[config.mk]
export PLATFORM = sky130hd
export DESIGN_NAME = morse_beacon_keyer_top
export DESIGN_NICKNAME = d
export VERILOG_FILES = /design/src/hw/rtl/mbk_pkg.sv /design/src/hw/rtl/morse_beacon_keyer_top.sv
export VERILOG_INCLUDE_DIRS = /design/src /design/src/hw/rtl
export SDC_FILE = /design/constraint.sdc
export NUM_CORES = 1
export LEC_CHECK = 0
export CORE_ASPECT_RATIO = 1.75
export CORE_MARGIN = 4
export CORE_UTILIZATION = 60
export DETAILED_ROUTE_END_ITERATION = 12
export DONT_BUFFER_PORTS = 1
export GPL_TIMING_DRIVEN = 0
export HOLD_SLACK_MARGIN = 0.06
export PLACE_DENSITY_LB_ADDON = 0.15
export SYNTH_ARGS = -nofsm -noshare
export SYNTH_HDL_FRONTEND = slang
export SYNTH_SLANG_ARGS = --single-unit
[constraint.sdc]
create_clock -name i_clk -period 6.45 [get_ports i_clk]
set_clock_uncertainty 0.2 [all_clocks]
set_input_delay 0.9675 -clock i_clk [delete_from_list [all_inputs] [get_ports i_clk]]
set_output_delay 0.9675 -clock i_clk [all_outputs]
set_load 0.01 [all_outputs]
[src/hw/rtl/morse_beacon_keyer_top_defines.svh]
// ----------------------------------------------------------------------------
// Morse beacon keyer assertion macros
// Concurrent assertion wrappers; define ASSERT_OFF to compile them out.
// ----------------------------------------------------------------------------
`ifndef MORSE_BEACON_KEYER_TOP_DEFINES_SVH
`define MORSE_BEACON_KEYER_TOP_DEFINES_SVH

`ifndef ASSERT_OFF
// Implication or plain property, checked on every clock edge out of reset
`define MBK_ASSERT(lbl, clk, rst_n, prop, msg) \
    lbl: assert property (@(posedge clk) disable iff (!rst_n) prop) else $error(msg);
// Condition that must never be seen
`define MBK_ASSERT_NEVER(lbl, clk, rst_n, cond, msg) \
    lbl: assert property (@(posedge clk) disable iff (!rst_n) !(cond)) else $error(msg);
`else
`define MBK_ASSERT(lbl, clk, rst_n, prop, msg)
`define MBK_ASSERT_NEVER(lbl, clk, rst_n, cond, msg)
`endif

`endif

[src/hw/rtl/mbk_pkg.sv]
// ----------------------------------------------------------------------------
// Morse beacon keyer package
// Sizes, codes and reset values shared by the keyer RTL.
// ----------------------------------------------------------------------------
package mbk_pkg;

    // Message store geometry and timing multipliers
    localparam int MSG_DEPTH = 64;
    localparam int MSG_AW    = $clog2(MSG_DEPTH);
    localparam int DAH_MULT  = 3;
    localparam int WORD_MULT = 7;

    // Field widths
    localparam int ACT_W  = 2;
    localparam int SLOT_W = 6;
    localparam int BYTE_W = 8;
    localparam int DIT_W  = 16;
    localparam int TONE_W = 8;
    localparam int PH_W   = 3;
    localparam int IDX_W  = 6;
    localparam int REM_W  = 20;
    localparam int CFG_IDX_W  = 2;
    localparam int CFG_DATA_W = 16;

    typedef logic [PH_W-1:0]   t_phase;
    typedef logic [BYTE_W-1:0] t_byte;

    // Actions
    localparam logic [ACT_W-1:0] ACT_TICK    = 2'd0;
    localparam logic [ACT_W-1:0] ACT_WRITE   = 2'd1;
    localparam logic [ACT_W-1:0] ACT_RESTART = 2'd2;

    // Phases
    localparam t_phase PH_IDLE = 3'd0;
    localparam t_phase PH_DIT  = 3'd1;
    localparam t_phase PH_DAH  = 3'd2;
    localparam t_phase PH_EGAP = 3'd3;
    localparam t_phase PH_CGAP = 3'd4;
    localparam t_phase PH_WGAP = 3'd5;

    // Configuration register indexes
    localparam logic [CFG_IDX_W-1:0] CFG_DIT_TICKS = 2'd0;
    localparam logic [CFG_IDX_W-1:0] CFG_DUAL_FREQ = 2'd1;
    localparam logic [CFG_IDX_W-1:0] CFG_MARK_LVL  = 2'd2;

    // Pattern byte markers
    localparam t_byte EOC_MARK   = 8'h80;
    localparam t_byte SPACE_MARK = 8'hFF;

    // Reset values
    localparam logic [DIT_W-1:0]  DIT_RST  = 16'd1500;
    localparam logic [TONE_W-1:0] MARK_RST = 8'd100;
    localparam logic [TONE_W-1:0] TONE_RST = 8'd255;

endpackage

[src/hw/rtl/morse_beacon_keyer_top.sv]
// An accepted item's result beat is registered in the output register, or in the skid slot while the output stalls.
// One item is taken per cycle while the skid slot is empty; stall rises only while the skid slot holds a beat.
// The rate is set by the read-modify-write of the keyer state and store prefetch.
// Reset is synchronous, active low; the message store reads as empty at once through
// per-entry valid bits, so there is no clearing pass after reset.
// ----------------------------------------------------------------------------
// Morse beacon keyer top level
// Tick-driven repeating Morse beacon with a 64-byte pattern store.
// ----------------------------------------------------------------------------
`include "morse_beacon_keyer_top_defines.svh"

module morse_beacon_keyer_top
    import mbk_pkg::*;
(
    input  logic                  i_clk,
    input  logic                  i_rst_n,
    // configuration write port
    input  logic                  i_cfg_wr_en,
    input  logic [CFG_IDX_W-1:0]  i_cfg_index,
    input  logic [CFG_DATA_W-1:0] i_cfg_wdata,
    // input channel
    input  logic                  i_in_valid,
    output logic                  o_in_stall,
    input  logic [ACT_W-1:0]      i_action,
    input  logic [SLOT_W-1:0]     i_slot,
    input  logic [BYTE_W-1:0]     i_pattern_byte,
    // output channel
    output logic                  o_out_valid,
    input  logic                  i_out_stall,
    output logic                  o_key_on,
    output logic [TONE_W-1:0]     o_tone_level,
    output logic [PH_W-1:0]       o_phase,
    output logic [IDX_W-1:0]      o_char_index
);

    // ------------------------------------------------------------------
    // Configuration registers
    // ------------------------------------------------------------------
    logic [DIT_W-1:0]  r_dit;
    logic              r_dual;
    logic [TONE_W-1:0] r_mark;

    always_ff @(posedge i_clk) begin
        if (!i_rst_n) begin
            r_dit  <= DIT_RST;
            r_dual <= 1'b0;
            r_mark <= MARK_RST;
        end else if (i_cfg_wr_en) begin
            unique case (i_cfg_index)
                CFG_DIT_TICKS: r_dit  <= i_cfg_wdata[DIT_W-1:0];
                CFG_DUAL_FREQ: r_dual <= i_cfg_wdata[0];
                CFG_MARK_LVL:  r_mark <= i_cfg_wdata[TONE_W-1:0];
                default: ;  // unused index: drop the write
            endcase
        end
    end

    // ------------------------------------------------------------------
    // Handshake
    // ------------------------------------------------------------------
    logic r_out_valid;
    logic r_skid_valid;
    logic w_in_acc;
    logic w_out_acc;

    assign o_in_stall = r_skid_valid;
    assign w_in_acc   = i_in_valid && !r_skid_valid;
    assign w_out_acc  = r_out_valid && !i_out_stall;

    // ------------------------------------------------------------------
    // Keyer state
    // ------------------------------------------------------------------
    logic [MSG_AW-1:0] r_pos,   n_pos;
    t_byte             r_pat,   n_pat;
    t_phase            r_phase, n_phase;
    logic [REM_W-1:0]  r_rem,   n_rem;
    logic              r_key,   n_key;
    logic [TONE_W-1:0] r_tone,  n_tone;

    function automatic logic [MSG_AW-1:0] f_pos_inc(input logic [MSG_AW-1:0] p);
        logic [MSG_AW-1:0] q;
        if (p == MSG_AW'(MSG_DEPTH - 1)) begin
            q = '0;
        end else begin
            q = p + 1'b1;
        end
        return q;
    endfunction

    // ------------------------------------------------------------------
    // Message store: one write port, one registered read port.
    // The read port always fetches the entry after the next position, so
    // the byte that follows the current position is ready on any tick.
    // Slot zero is also kept in a shadow register for message start.
    // ------------------------------------------------------------------
    t_byte             r_mem [MSG_DEPTH];
    t_byte             r_mem_q;
    logic [MSG_DEPTH-1:0] r_valid;
    logic              r_rd_valid;
    logic              r_fwd;
    t_byte             r_fwd_data;
    t_byte             r_first;
    logic              w_wr_en;
    logic [MSG_AW-1:0] w_wr_addr;
    logic [MSG_AW-1:0] w_rd_addr;
    t_byte             w_nx_byte;

    assign w_wr_en   = w_in_acc && (i_action == ACT_WRITE) && (32'(i_slot) < MSG_DEPTH);
    assign w_wr_addr = MSG_AW'(i_slot);
    assign w_rd_addr = f_pos_inc(n_pos);

    always_ff @(posedge i_clk) begin
        if (w_wr_en) begin
            r_mem[w_wr_addr] <= i_pattern_byte;
        end
        r_mem_q    <= r_mem[w_rd_addr];
        r_fwd_data <= i_pattern_byte;
    end

    always_ff @(posedge i_clk) begin
        if (!i_rst_n) begin
            r_valid    <= '0;
            r_rd_valid <= 1'b0;
            r_fwd      <= 1'b0;
            r_first    <= '0;
        end else begin
            if (w_wr_en) begin
                r_valid[w_wr_addr] <= 1'b1;
            end
            if (w_wr_en && (w_wr_addr == '0)) begin
                r_first <= i_pattern_byte;
            end
            r_rd_valid <= r_valid[w_rd_addr];
            // a write to the entry being fetched bypasses the array read
            r_fwd      <= w_wr_en && (w_wr_addr == w_rd_addr);
        end
    end

    // byte at the slot after the current position; never-written entries read zero
    assign w_nx_byte = r_fwd ? r_fwd_data : (r_rd_valid ? r_mem_q : '0);

    // ------------------------------------------------------------------
    // Phase lengths (constant multiples of one dit)
    // ------------------------------------------------------------------
    logic [REM_W-1:0] w_len_dit;
    logic [REM_W-1:0] w_len_dah;
    logic [REM_W-1:0] w_len_word;

    assign w_len_dit  = REM_W'(r_dit);
    assign w_len_dah  = REM_W'(32'(r_dit) * DAH_MULT);
    assign w_len_word = REM_W'(32'(r_dit) * WORD_MULT);

    // ------------------------------------------------------------------
    // Next element choice
    // ------------------------------------------------------------------
    t_byte             w_pat_cur;
    logic [MSG_AW-1:0] w_ch_pos;
    t_byte             w_ch_pat;
    t_phase            w_ch_phase;
    logic [REM_W-1:0]  w_ch_rem;

    // at the start of the message, load slot zero
    assign w_pat_cur = ((r_pos == '0) && (r_pat == '0)) ? r_first : r_pat;

    always_comb begin
        w_ch_pos   = r_pos;
        w_ch_pat   = w_pat_cur;
        w_ch_phase = PH_WGAP;
        w_ch_rem   = w_len_word;
        if (w_pat_cur == '0) begin
            // end of message: loop back after a word gap
            w_ch_pos = '0;
            w_ch_pat = '0;
        end else if (w_pat_cur == EOC_MARK) begin
            w_ch_phase = PH_CGAP;
            w_ch_rem   = w_len_dah;
            w_ch_pos   = f_pos_inc(r_pos);
            w_ch_pat   = w_nx_byte;
        end else if (w_pat_cur == SPACE_MARK) begin
            w_ch_pos = f_pos_inc(r_pos);
            w_ch_pat = w_nx_byte;
        end else begin
            // take the top bit as the element, shift it out
            w_ch_phase = w_pat_cur[BYTE_W-1] ? PH_DAH : PH_DIT;
            w_ch_rem   = w_pat_cur[BYTE_W-1] ? w_len_dah : w_len_dit;
            w_ch_pat   = {w_pat_cur[BYTE_W-2:0], 1'b0};
        end
    end

    // ------------------------------------------------------------------
    // State update for one accepted beat
    // ------------------------------------------------------------------
    always_comb begin
        n_pos   = r_pos;
        n_pat   = r_pat;
        n_phase = r_phase;
        n_rem   = r_rem;
        n_key   = r_key;
        n_tone  = r_tone;
        if (w_in_acc) begin
            unique case (i_action)
                ACT_TICK: begin
                    if ((r_phase == PH_IDLE) ||
                        ((r_rem == '0) && (r_phase != PH_DIT) && (r_phase != PH_DAH))) begin
                        n_pos   = w_ch_pos;
                        n_pat   = w_ch_pat;
                        n_phase = w_ch_phase;
                        n_rem   = w_ch_rem;
                    end else if (r_rem == '0) begin
                        // element over: key follows the mode, then an element gap
                        n_key   = r_dual;
                        n_tone  = '0;
                        n_phase = PH_EGAP;
                        n_rem   = w_len_dit;
                    end else begin
                        n_rem = r_rem - 1'b1;
                    end
                    if ((n_phase == PH_DIT) || (n_phase == PH_DAH)) begin
                        n_key  = 1'b1;
                        n_tone = r_dual ? r_mark : '0;
                    end else if (n_phase != PH_IDLE) begin
                        n_tone = '0;
                    end
                end
                ACT_WRITE: ;  // store write only
                ACT_RESTART: begin
                    n_pos   = '0;
                    n_pat   = '0;
                    n_phase = PH_IDLE;
                end
                default: ;  // unused action: state holds
            endcase
        end
    end

    always_ff @(posedge i_clk) begin
        if (!i_rst_n) begin
            r_pos   <= '0;
            r_pat   <= '0;
            r_phase <= PH_IDLE;
            r_rem   <= '0;
            r_key   <= 1'b1;
            r_tone  <= TONE_RST;
        end else begin
            r_pos   <= n_pos;
            r_pat   <= n_pat;
            r_phase <= n_phase;
            r_rem   <= n_rem;
            r_key   <= n_key;
            r_tone  <= n_tone;
        end
    end

    // ------------------------------------------------------------------
    // Output register plus skid slot
    // ------------------------------------------------------------------
    logic              r_out_key,   r_skid_key;
    logic [TONE_W-1:0] r_out_tone,  r_skid_tone;
    t_phase            r_out_phase, r_skid_phase;
    logic [IDX_W-1:0]  r_out_idx,   r_skid_idx;
    logic              w_load_main;
    logic              w_load_skid;
    logic              w_pop_skid;

    // skid is full only with main full, and no beat is accepted then
    assign w_pop_skid  = w_out_acc && r_skid_valid;
    assign w_load_main = w_in_acc && (!r_out_valid || w_out_acc);
    assign w_load_skid = w_in_acc && r_out_valid && !w_out_acc;

    always_ff @(posedge i_clk) begin
        if (!i_rst_n) begin
            r_out_valid  <= 1'b0;
            r_skid_valid <= 1'b0;
        end else begin
            if (w_pop_skid) begin
                r_skid_valid <= 1'b0;
            end else if (w_load_skid) begin
                r_skid_valid <= 1'b1;
            end
            if (w_pop_skid || w_load_main) begin
                r_out_valid <= 1'b1;
            end else if (w_out_acc) begin
                r_out_valid <= 1'b0;
            end
        end
    end

    always_ff @(posedge i_clk) begin
        if (w_pop_skid) begin
            r_out_key   <= r_skid_key;
            r_out_tone  <= r_skid_tone;
            r_out_phase <= r_skid_phase;
            r_out_idx   <= r_skid_idx;
        end else if (w_load_main) begin
            r_out_key   <= n_key;
            r_out_tone  <= n_tone;
            r_out_phase <= n_phase;
            r_out_idx   <= IDX_W'(n_pos);
        end
        if (w_load_skid) begin
            r_skid_key   <= n_key;
            r_skid_tone  <= n_tone;
            r_skid_phase <= n_phase;
            r_skid_idx   <= IDX_W'(n_pos);
        end
    end

    assign o_out_valid  = r_out_valid;
    assign o_key_on     = r_out_key;
    assign o_tone_level = r_out_tone;
    assign o_phase      = r_out_phase;
    assign o_char_index = r_out_idx;

    // ------------------------------------------------------------------
    // Assertions
    // ------------------------------------------------------------------
    `MBK_ASSERT_NEVER(a_skid_without_main, i_clk, i_rst_n, r_skid_valid && !r_out_valid, "skid slot full while output register empty")
    `MBK_ASSERT(a_element_keyed, i_clk, i_rst_n, (r_out_valid && ((r_out_phase == PH_DIT) || (r_out_phase == PH_DAH))) |-> r_out_key, "element beat without key on")
    `MBK_ASSERT(a_restart_clears, i_clk, i_rst_n, (w_in_acc && (i_action == ACT_RESTART)) |=> ((r_phase == PH_IDLE) && (r_pos == '0) && (r_pat == '0)), "restart did not return to message start")

endmodule
==> results of run 1 <==
-- repair_timing --
item | 4_1_cts | 5_1_grt
endpoints found under the setup margin | 10 | 10
gates resized for setup | 121 | 27
pin swaps | 2 | 4
setup buffers | 5 | 8
-- worst max-delay path by stage --
stage,endpoint,slack (ns),depth (start not counted)
after floorplan,r_mem_q[1],0.62,20
after global placement,r_mem_q[5],-3.06,23
after detailed placement,r_mem_q[5],-3.05,23
after CTS,r_rd_valid,0.0004,22
after global routing,r_rd_valid,0.01,28
final,r_mem_q[5],0.03,21
-- metal layers --
metal	share of wire [%]	GRT usage [%]	vias up
li1	-	-	9271
met1	30	37.2	10695
met2	50	64.9	1444
met3	8.3	8.86	571
met4	12	34.5	2
met5	0.011	0	-
-- state kept, by name, indices dropped and copies added (netlist names), 3 cells and up --
| signal | cells |
|---|---|
| r_mem_q | 8 |
| r_mem | 512 |
| r_first | 8 |
| r_rem | 20 |
| r_skid_tone | 8 |
| r_phase | 3 |
| r_pos | 6 |
| r_fwd_data | 8 |
| r_valid | 64 |
| r_pat | 8 |
| r_dit | 16 |
| r_tone | 8 |
| o_phase | 3 |
| o_tone_level | 8 |
| r_mark | 8 |
| o_char_index | 6 |
| r_skid_phase | 3 |
| r_skid_idx | 6 |
-- cells in the mapped netlist (15+ instances only) --
cell	instances	area, um2
nor3_1	23	115
clkbuf_1	70	263
ha_1	37	463
a21boi_0	32	240
a31oi_1	28	175
xnor2_1	38	333
mux2i_1	44	440
o221ai_1	23	201
fa_1	17	340
buf_1	19	71.3
a32o_1	16	160
inv_1	43	161
nor2b_1	33	206
a221oi_1	24	210
edfxtp_1	548	16500
a211oi_1	21	158
nor2_1	146	548
nand2_1	324	1220
o211ai_1	17	128
mux4_2	42	946
a22oi_1	50	375
buf_2	39	195
o22ai_1	48	300
dfxtp_1	163	3260
and2_1	15	93.8
a21oi_1	98	490
o21a_1	74	556
o21ai_0	64	320
nand3_1	68	340
-- cells by family after synthesis --
family / synth area share (%)
flops: 64.2
compound gates: 13.9
simple gates: 10.4
xor+xnor: 1.34
mux: 4.77
buf+inv: 2.80
fa+ha+maj: 2.62
-- cell type report --
class	instances	area, um2
Sequential cell	711	19700
Fill cell	3723	16400
Clock buffer	93	1770
Tap cell	666	833
Antenna cell	6	15.0
Timing Repair Buffer	16	138
Inverter	46	175
Clock inverter	21	262
Multi-Input combinational cell	1492	10400
Buffer	144	860
-- power groups by stage --
stage	combinational (mW)	clock (mW)	sequential [mW]
3_3_place_gp	0.486	0	5.10
5_1_grt	0.562	3.96	5.01
2_1_floorplan	0.365	0	5.09
4_1_cts	0.507	3.78	5.01
3_5_place_dp	0.498	0	5.11
6_report	0.518	3.79	5.01
-- critical path, delay by kind of cell (launching register included) --
family	cells	cell delay [ns]
AO/OA/AOI/OAI	4	1.29
XOR/XNOR	1	0.24
adder cells (fa/ha/maj)	1	0.23
buffers and inverters	7	1.33
flip-flops	1	0.37
multiplexers	1	0.36
AND/OR/NAND/NOR	7	2.27
-- metrics by stage --
| step | setup WS [ns] | instance area [um2] | util [%] | TNS (ns) | total power [mW] |
|---|---|---|---|---|---|
| finish | 0.0266 | 34200 | 67.5 | 0 | 9.31 |
| global route | 0.0107 | 34100 | 67.5 | 0 | 9.53 |
| CTS | 0.000367 | 34000 | 67.1 | 0 | 9.29 |
| detailed placement | -3.05 | 31600 | 62.4 | -28.09 | 5.60 |
| global placement | -3.06 | 31500 | 62.3 | -27.93 | 5.59 |
| floorplan | 0.621 | 30700 | - | 0 | 5.46 |
-- layout by cell type, fill, tap and decap left out, types with 12 or more instances in the layout --
cell type  instances
a211oi_1          20
a21boi_0          31
a21o_1            12
a21oi_1           97
a221oi_1          23
a22oi_1           45
a31oi_1           27
a32o_1            16
and2_1            15
buf_2             31
buf_4             31
buf_6             19
clkbuf_1          81
clkbuf_16         64
dfxtp_1          162
edfxtp_1         548
fa_1              17
ha_1              36
inv_1             43
mux2i_1           43
mux4_2            42
nand2_1          320
nand3_1           67
nor2_1           142
nor2b_1           33
nor3_1            21
o211ai_1          17
o21a_1            74
o21ai_0           63
o221ai_1          22
o22ai_1           48
xnor2_1           36
==> results.md, run 1 <==
- The register bit total from synthesis is approximately 700.
- The area growth from synthesis to layout is 11.3%.
- Summing every instance area after synthesis gives 30700 um2.
- The element type at the critical path end is a flop.
- The biggest cell delay along the critical path is 0.57 ns.
- The remaining number of nets flagged by the antenna check after routing is 0.
- The worst setup path is launched from a flop.
- Buffers inserted during clock tree synthesis total 60.
- The die area is 55000 um2.
- The final instance count without filler cells is 3195.
- The row count is approximately 110.
- The endpoint identified for the worst register-to-register timing path is r_mem_q[5].
- The average instance area after synthesis is between 10 and 15 um2.
- The post-detailed-route wirelength per cell is ~33 um.
- The maximum root-to-sink buffer count is 3.
- The proportion of synthesized chip area in sequential cells is 64.2%.
- The CTS tree is built.
- The iteration-0 DRC count of the detailed router is ~2300.
- Walking the worst path, the cells encountered are nor4_2, nand4b_1, o21a_1, nor2_1, and3_1, a22oi_2, inv_4, clkbuf_8, clkbuf_8, buf_12, ha_4, inv_1, xnor2_2, buf_6, buf_6, mux2_2, nor3_1, nor3b_1, a221oi_2, nand4_1, a2111o_1.
- The cell sitting at the root of the clock tree is a clkbuf_16.
- The first global-routing pass estimated 148 mm of wire.
- The run finished with clean final reports.
- Setup repair after global routing left no endpoint under its margin.
- Headroom to the max-slew limit came out at 10.7%.
- In the routed design, unresolved DRC markers number 0.
- The total leakage power is 11.3 nW.
- The category of the critical setup timing path is reg -> reg.
- The worst hold path terminates at r_fwd_data[5].
- The cell internal power dissipation is 7.25 mW.
- In this run the most critical hold path is launched from i_pattern_byte[5].
- The source-to-sink clock delay at the later pin of the worst-skew pair is 0.64 ns.
- The clock net sink count is ~710.
- The launching point of the worst reg2reg path is r_rem[2].
- The die boundary height is 307 um.
- The max-slew violation total from the final report is 0.
- Entering global routing, the biggest net connects 67 pins.
- Max-cap violations in this run came to 0.
- The data arrival time of the worst path is slightly below 7 ns.
- The HPWL after detailed placement is 73.4 mm.
- Among all flip-flop cells after synthesis, the most frequent one is edfxtp_1.
- In this run, post-CTS hold repair placed 0 buffers.
- The die extent in x is 179 um.
- Power spread over the standard cell area amounts to approximately 270 nW/um2.
- The count of flip-flops with a built-in enable after synthesis is about 550.
- The placeable core area is 50600 um2.
- The number of warning messages in the yosys log is 0.
- The final layout contains routed wiring with a total length of ~110 mm.
- The count of endpoints failing hold in the final timing report is 0.
- The H-tree was split into 2 levels.
- The via count of the first global-routing pass is 22112.
- Sequential cells burn 53.8% of the power.
- Across all hold checks on the routed design, the worst slack comes to 0.201 ns.
- The worst hold path was traced through 0 stages.
- The count of TritonRoute iterations in the first routing pass is 9.
- In the routed layout, each cell is associated on average with a via count of just under 7.
- The initial utilization of the core area, before any placement, comes to 60.7%.
- The number of antenna violations at the first check in global routing came to 7.
- At the end of routability-driven placement, the weighted congestion stood at approximately 1.1.
- The source of the critical timing path is r_rem[2].
- The part of the total power dissipated in the clock network is roughly 41%.
- At the end of the flow, the number of nets in the layout was approximately 2600.
- For the worst flop-to-flop path, the logic depth is 21.
- The fraction of power spent switching nets is 22.1%.
- During placement, the flow inserted port buffers numbering 0.
- The worst hold path belongs to the class in -> reg.
- In this run the worst path has a maximum fanout of 11.
- The total track usage is roughly 38%.
- The number of setup violations in the final report is 0.
- Of the cells placed in the final design, the portion with a size suffix greater than 1 is 12.0%.
- For this design the top-level I/O count stands at 59.
- In the finished design, the share of the clock period the worst path needs comes to between 90 and 100%.
- In this run the register-to-register setup slack is 0.03 ns.
- The post-synthesis async set-or-reset flop share is 0%.
- After technology mapping, the gate count stands at ~2400.
- The detailed-route via count is 21983.
- The number of nets handed over by synthesis was about 2500.
- The cell count after placement is 3063.
- The maximum resistive drop on vdd is approximately 370 uV.
- The largest individual stage delay along the critical path comes from the cell nor2_1.
- Clock-pin slew was measured on the worst setup and hold paths at 0.07 ns.
- Combinational logic burns 5.6% of the power.
- In this run, distinct cell masters in the synthesized netlist total 92.
- The switching power summed over all nets is 2.06 mW.
- Timing would allow up to 156 MHz.
- At the pin with the least slew margin, the transition time is 1.34 ns.
- For this run the aggregate overflow at the end of global routing stands at 0.
- At the worst endpoint, the required time is 6.76 ns.
- Counting I/O delays and the setup requirement, the final critical path takes 6.42 ns.
(Power assumes the default switching activity.)
==> run 2, diff against run 1 <==
CTS_BUF_LIST = sky130_fd_sc_hd__clkbuf_2 sky130_fd_sc_hd__clkbuf_4 sky130_fd_sc_hd__clkbuf_8   (was not set)
==> results.md, run 2 (synthesis results as in run 1) <==
- The worst setup slack for register-to-register paths is -0.10 ns (-0.13 ns).
- The number of vias per cell after detailed routing was 6.78 (-1.4%).
- For hold timing, the worst endpoint is r_fwd_data[5].
- The share of the clock period used by the worst path is 102% (+2.0 points).
- The die extent in x is 179 um (unchanged).
- The worst hold margin came to 0.0936 ns (-0.107 ns).
- The post-layout net count is 2600 (+1.4%).
- STA classifies the critical path endpoint as a flop.
- The count of endpoints failing hold in the final timing report came to 0 (unchanged).
- The largest register by flop count is r_mem.
- The number of filler cells placed in the layout is 3754 (+0.83%).
- The quantity of hold-fixing buffers added after cts came to 0 (unchanged).
- The CTS tree is built.
- The iteration-0 DRC count of the detailed router was 2749 (+18%).
- The max-slew violation total from the final report is 0 (unchanged).
- The source of the worst hold timing path is i_pattern_byte[5].
- The overall power after layout is 9.07 mW (-2.6%).
- The detailed placer's ending HPWL came to 73.4 mm (unchanged).
- The clock net sink count came to 711 (unchanged).
- The DRC violation count after routing is 0 (unchanged).
- The flip-flop count of the largest register, all copies and words added is 512 (unchanged).
- The class of the tightest hold or removal check is in -> reg.
- The final critical path time including I/O delays and setup is 6.55 ns (+0.127 ns).
- The total leakage power was 11.4 nW (+0.52%).
- The die boundary height is 307 um (unchanged).
- The total track usage is 38.2% (+0.26 points).
- The count of TritonRoute iterations in the first routing pass is 8 (-1).
- The number of antenna violations at the first check in global routing is 10 (+3).
- The maximum root-to-sink buffer count is 3 (unchanged).
- The remaining number of nets flagged by the antenna check after routing came to 0 (unchanged).
- The source-to-sink clock delay at the later pin of the worst-skew pair was 0.70 ns (+0.06 ns).
- The maximum fanout encountered on the critical timing path was 11 (unchanged).
- The count of boundary I/O pins is 59 (unchanged).
- The critical path data required time is 6.84 ns (+0.08 ns).
- The number of buffer cells added on primary ports is 0 (unchanged).
- The top cell types in the final layout, fill and taps aside, are edfxtp_1 (548), nand2_1 (320), dfxtp_1 (162).
- The number of H-tree branching levels is 3 (+1).
- The cell count after placement came to 3063 (unchanged).
- The highest achievable clock rate is 153 MHz (-1.9%).
- The starting density of the core was 60.7% (unchanged).
- The final instance count without filler cells was 3262 (+2.1%).
- The endpoint of the most critical register-to-register path is r_mem_q[3].
- The maximum resistive drop on vdd is 237 uV (-37%).
- The run finished, with violations left.
- The worst setup slack after layout is -0.101 ns (-0.127 ns).
- The row count came to 109 (unchanged).
- The number of setup violations in the final report came to 8 (+8).
- The final sum of negative setup slack came to -0.464 ns (-0.464 ns).
- The data arrival time of the worst path is 6.94 ns (+0.21 ns).
- The worst setup path is of the reg -> reg kind.
- The kind of cell adding the most delay to the critical path is buffers and inverters.
- The weighted congestion at the end of routability-driven global placement was 1.06 (unchanged).
- The total overflow reported by the global router is 0 (unchanged).
- The post-detailed-route wirelength per cell came to 32.3 um (-2.0%).
- The critical path goes through nor3_1, nand4b_1, o21ai_4, clkbuf_2, o21a_1, o31ai_4, a22oi_2, inv_4, clkbuf_8, clkbuf_8, buf_8, ha_4, a211oi_4, or2_1, buf_6, buf_6, buf_4, o311ai_1, buf_2, nand3_1, o211ai_1, or4_1.
- The die area is 55000 um2 (unchanged).
- The biggest cell delay along the critical path came to 0.47 ns (-0.10 ns).
- The transition time at the pin with the least slew margin is 1.37 ns (+0.0358 ns).
- The count of buffering cells on the critical path with inverters included was 9 (+2).
- The source of the critical timing path is r_rem[7].
- The depth of the worst hold-timing path is 0 (unchanged).
- The master of the slowest instance on the critical path is nor3_1.
- The maximum number of pins on one net before global-route repair came to 67 (unchanged).
- The cell count of the worst reg-to-reg path is 22 (+4.8%).
- The area of the multi-input gates is 10400 um2 (+0.24%).
- The global-route wire length before repair is 148 mm (+0.14%).
- The placeable core area is 50600 um2 (unchanged).
- The power per unit of standard cell area is 266 nW/um2 (-2.5%).
- The final wirelength was 105 mm (about the same).
- The fraction of layout instances using a drive strength above 1 is 14.8% (+2.8 points).
- In the final layout, the registers with the most flip-flops are r_mem: 512 flops, r_valid: 64 flops, r_rem: 20 flops.
- The number of clock buffers inserted by TritonCTS came to 99 (+65%).
- The checks that failed: setup timing.
- In this run the critical register-to-register path is launched from r_rem[7].
- The headroom to the max-slew limit is 8.29% (-2.4 points).
- The fraction of the core area covered by cells at the end of the flow is 67.4% (-0.099 points).
- The max-capacitance violation count is 0 (unchanged).
- From synthesis to final layout, the design area changed by 11.1%.
- The via count of the first global-routing pass is 22369 (+1.2%).
- The library cell used most frequently in the layout, excluding fill and tap cells, is edfxtp_1.
- The clock input transition at the sequential cells of the worst setup and hold paths was 0.07 ns (about the same).
- The cell at the root of the clock tree is clkbuf_8.
- Setup repair after global routing left no endpoint under its margin.
- The detailed-route via count is 22123 (+0.64%).
- The critical path startpoint category is a flop.
- The area occupied by registers is 19700 um2 (unchanged).
run 2: layout make-up:
type	count	share of cell area, %
Sequential cell	711	57.8
Multi-Input combinational cell	1492	30.5
Clock buffer	145	5.12
Buffer	144	2.53
Tap cell	666	2.44
Clock inverter	37	0.697
Inverter	46	0.513
Timing Repair Buffer	13	0.301
Antenna cell	8	0.0587
run 2: routing by layer:
metal	GRT usage, %	vias to the layer above	routed length (um)	part of all wire (%)
met1	37.4	10707	31600	30
met2	64.9	1475	52800	50
met5	0	-	9	0.0086
met3	9.15	570	8600	8.2
met4	35.5	2	12300	12
li1	-	9369	-	-
run 2: worst max path at each step:
stage,endpoint,slack (ns),cells after the start
3_3_place_gp,r_mem_q[5],-3.06,23
5_1_grt,r_mem_q[5],0.02,26
6_report,r_mem_q[3],-0.10,22
4_1_cts,r_rd_valid,0.009,22
2_1_floorplan,r_mem_q[1],0.62,20
3_5_place_dp,r_mem_q[5],-3.05,23
run 2: worst register-to-register path, delay by kind of cell (launching register included):
family                     cells  cell delay, ns
and+or+nand+nor                5            1.66
DFF                            1            0.36
AOI/OAI and AO/OA              7            1.93
adders and majority gates      1            0.22
buffers and inverters          9            2.08
run 2: repair_timing:
item                       in CTS  in global routing
setup endpoints to repair      10                 10
gates resized for setup       117                 30
cloned                          0                  1
buffers inserted                5                  4
pin swaps                       2                  4
run 2: power breakdown:
| group | switching [mW] | total [mW] | leakage [nW] | internal (mW) |
|---|---|---|---|---|
| Sequential | 0.0425 | 5.01 | 6.26 | 4.97 |
| Combinational | 0.326 | 0.519 | 4.08 | 0.193 |
| Clock | 1.72 | 3.54 | 1.06 | 1.82 |
| Total | 2.09 | 9.07 | 11.4 | 6.98 |
run 2: metrics by stage:
stage	setup slack [ns]	instance area, um2
after floorplan	0.621	30700
after global placement	-3.06	31500
after detailed placement	-3.05	31600
after CTS	0.00914	33900
after global routing	0.0183	34100
final	-0.101	34100
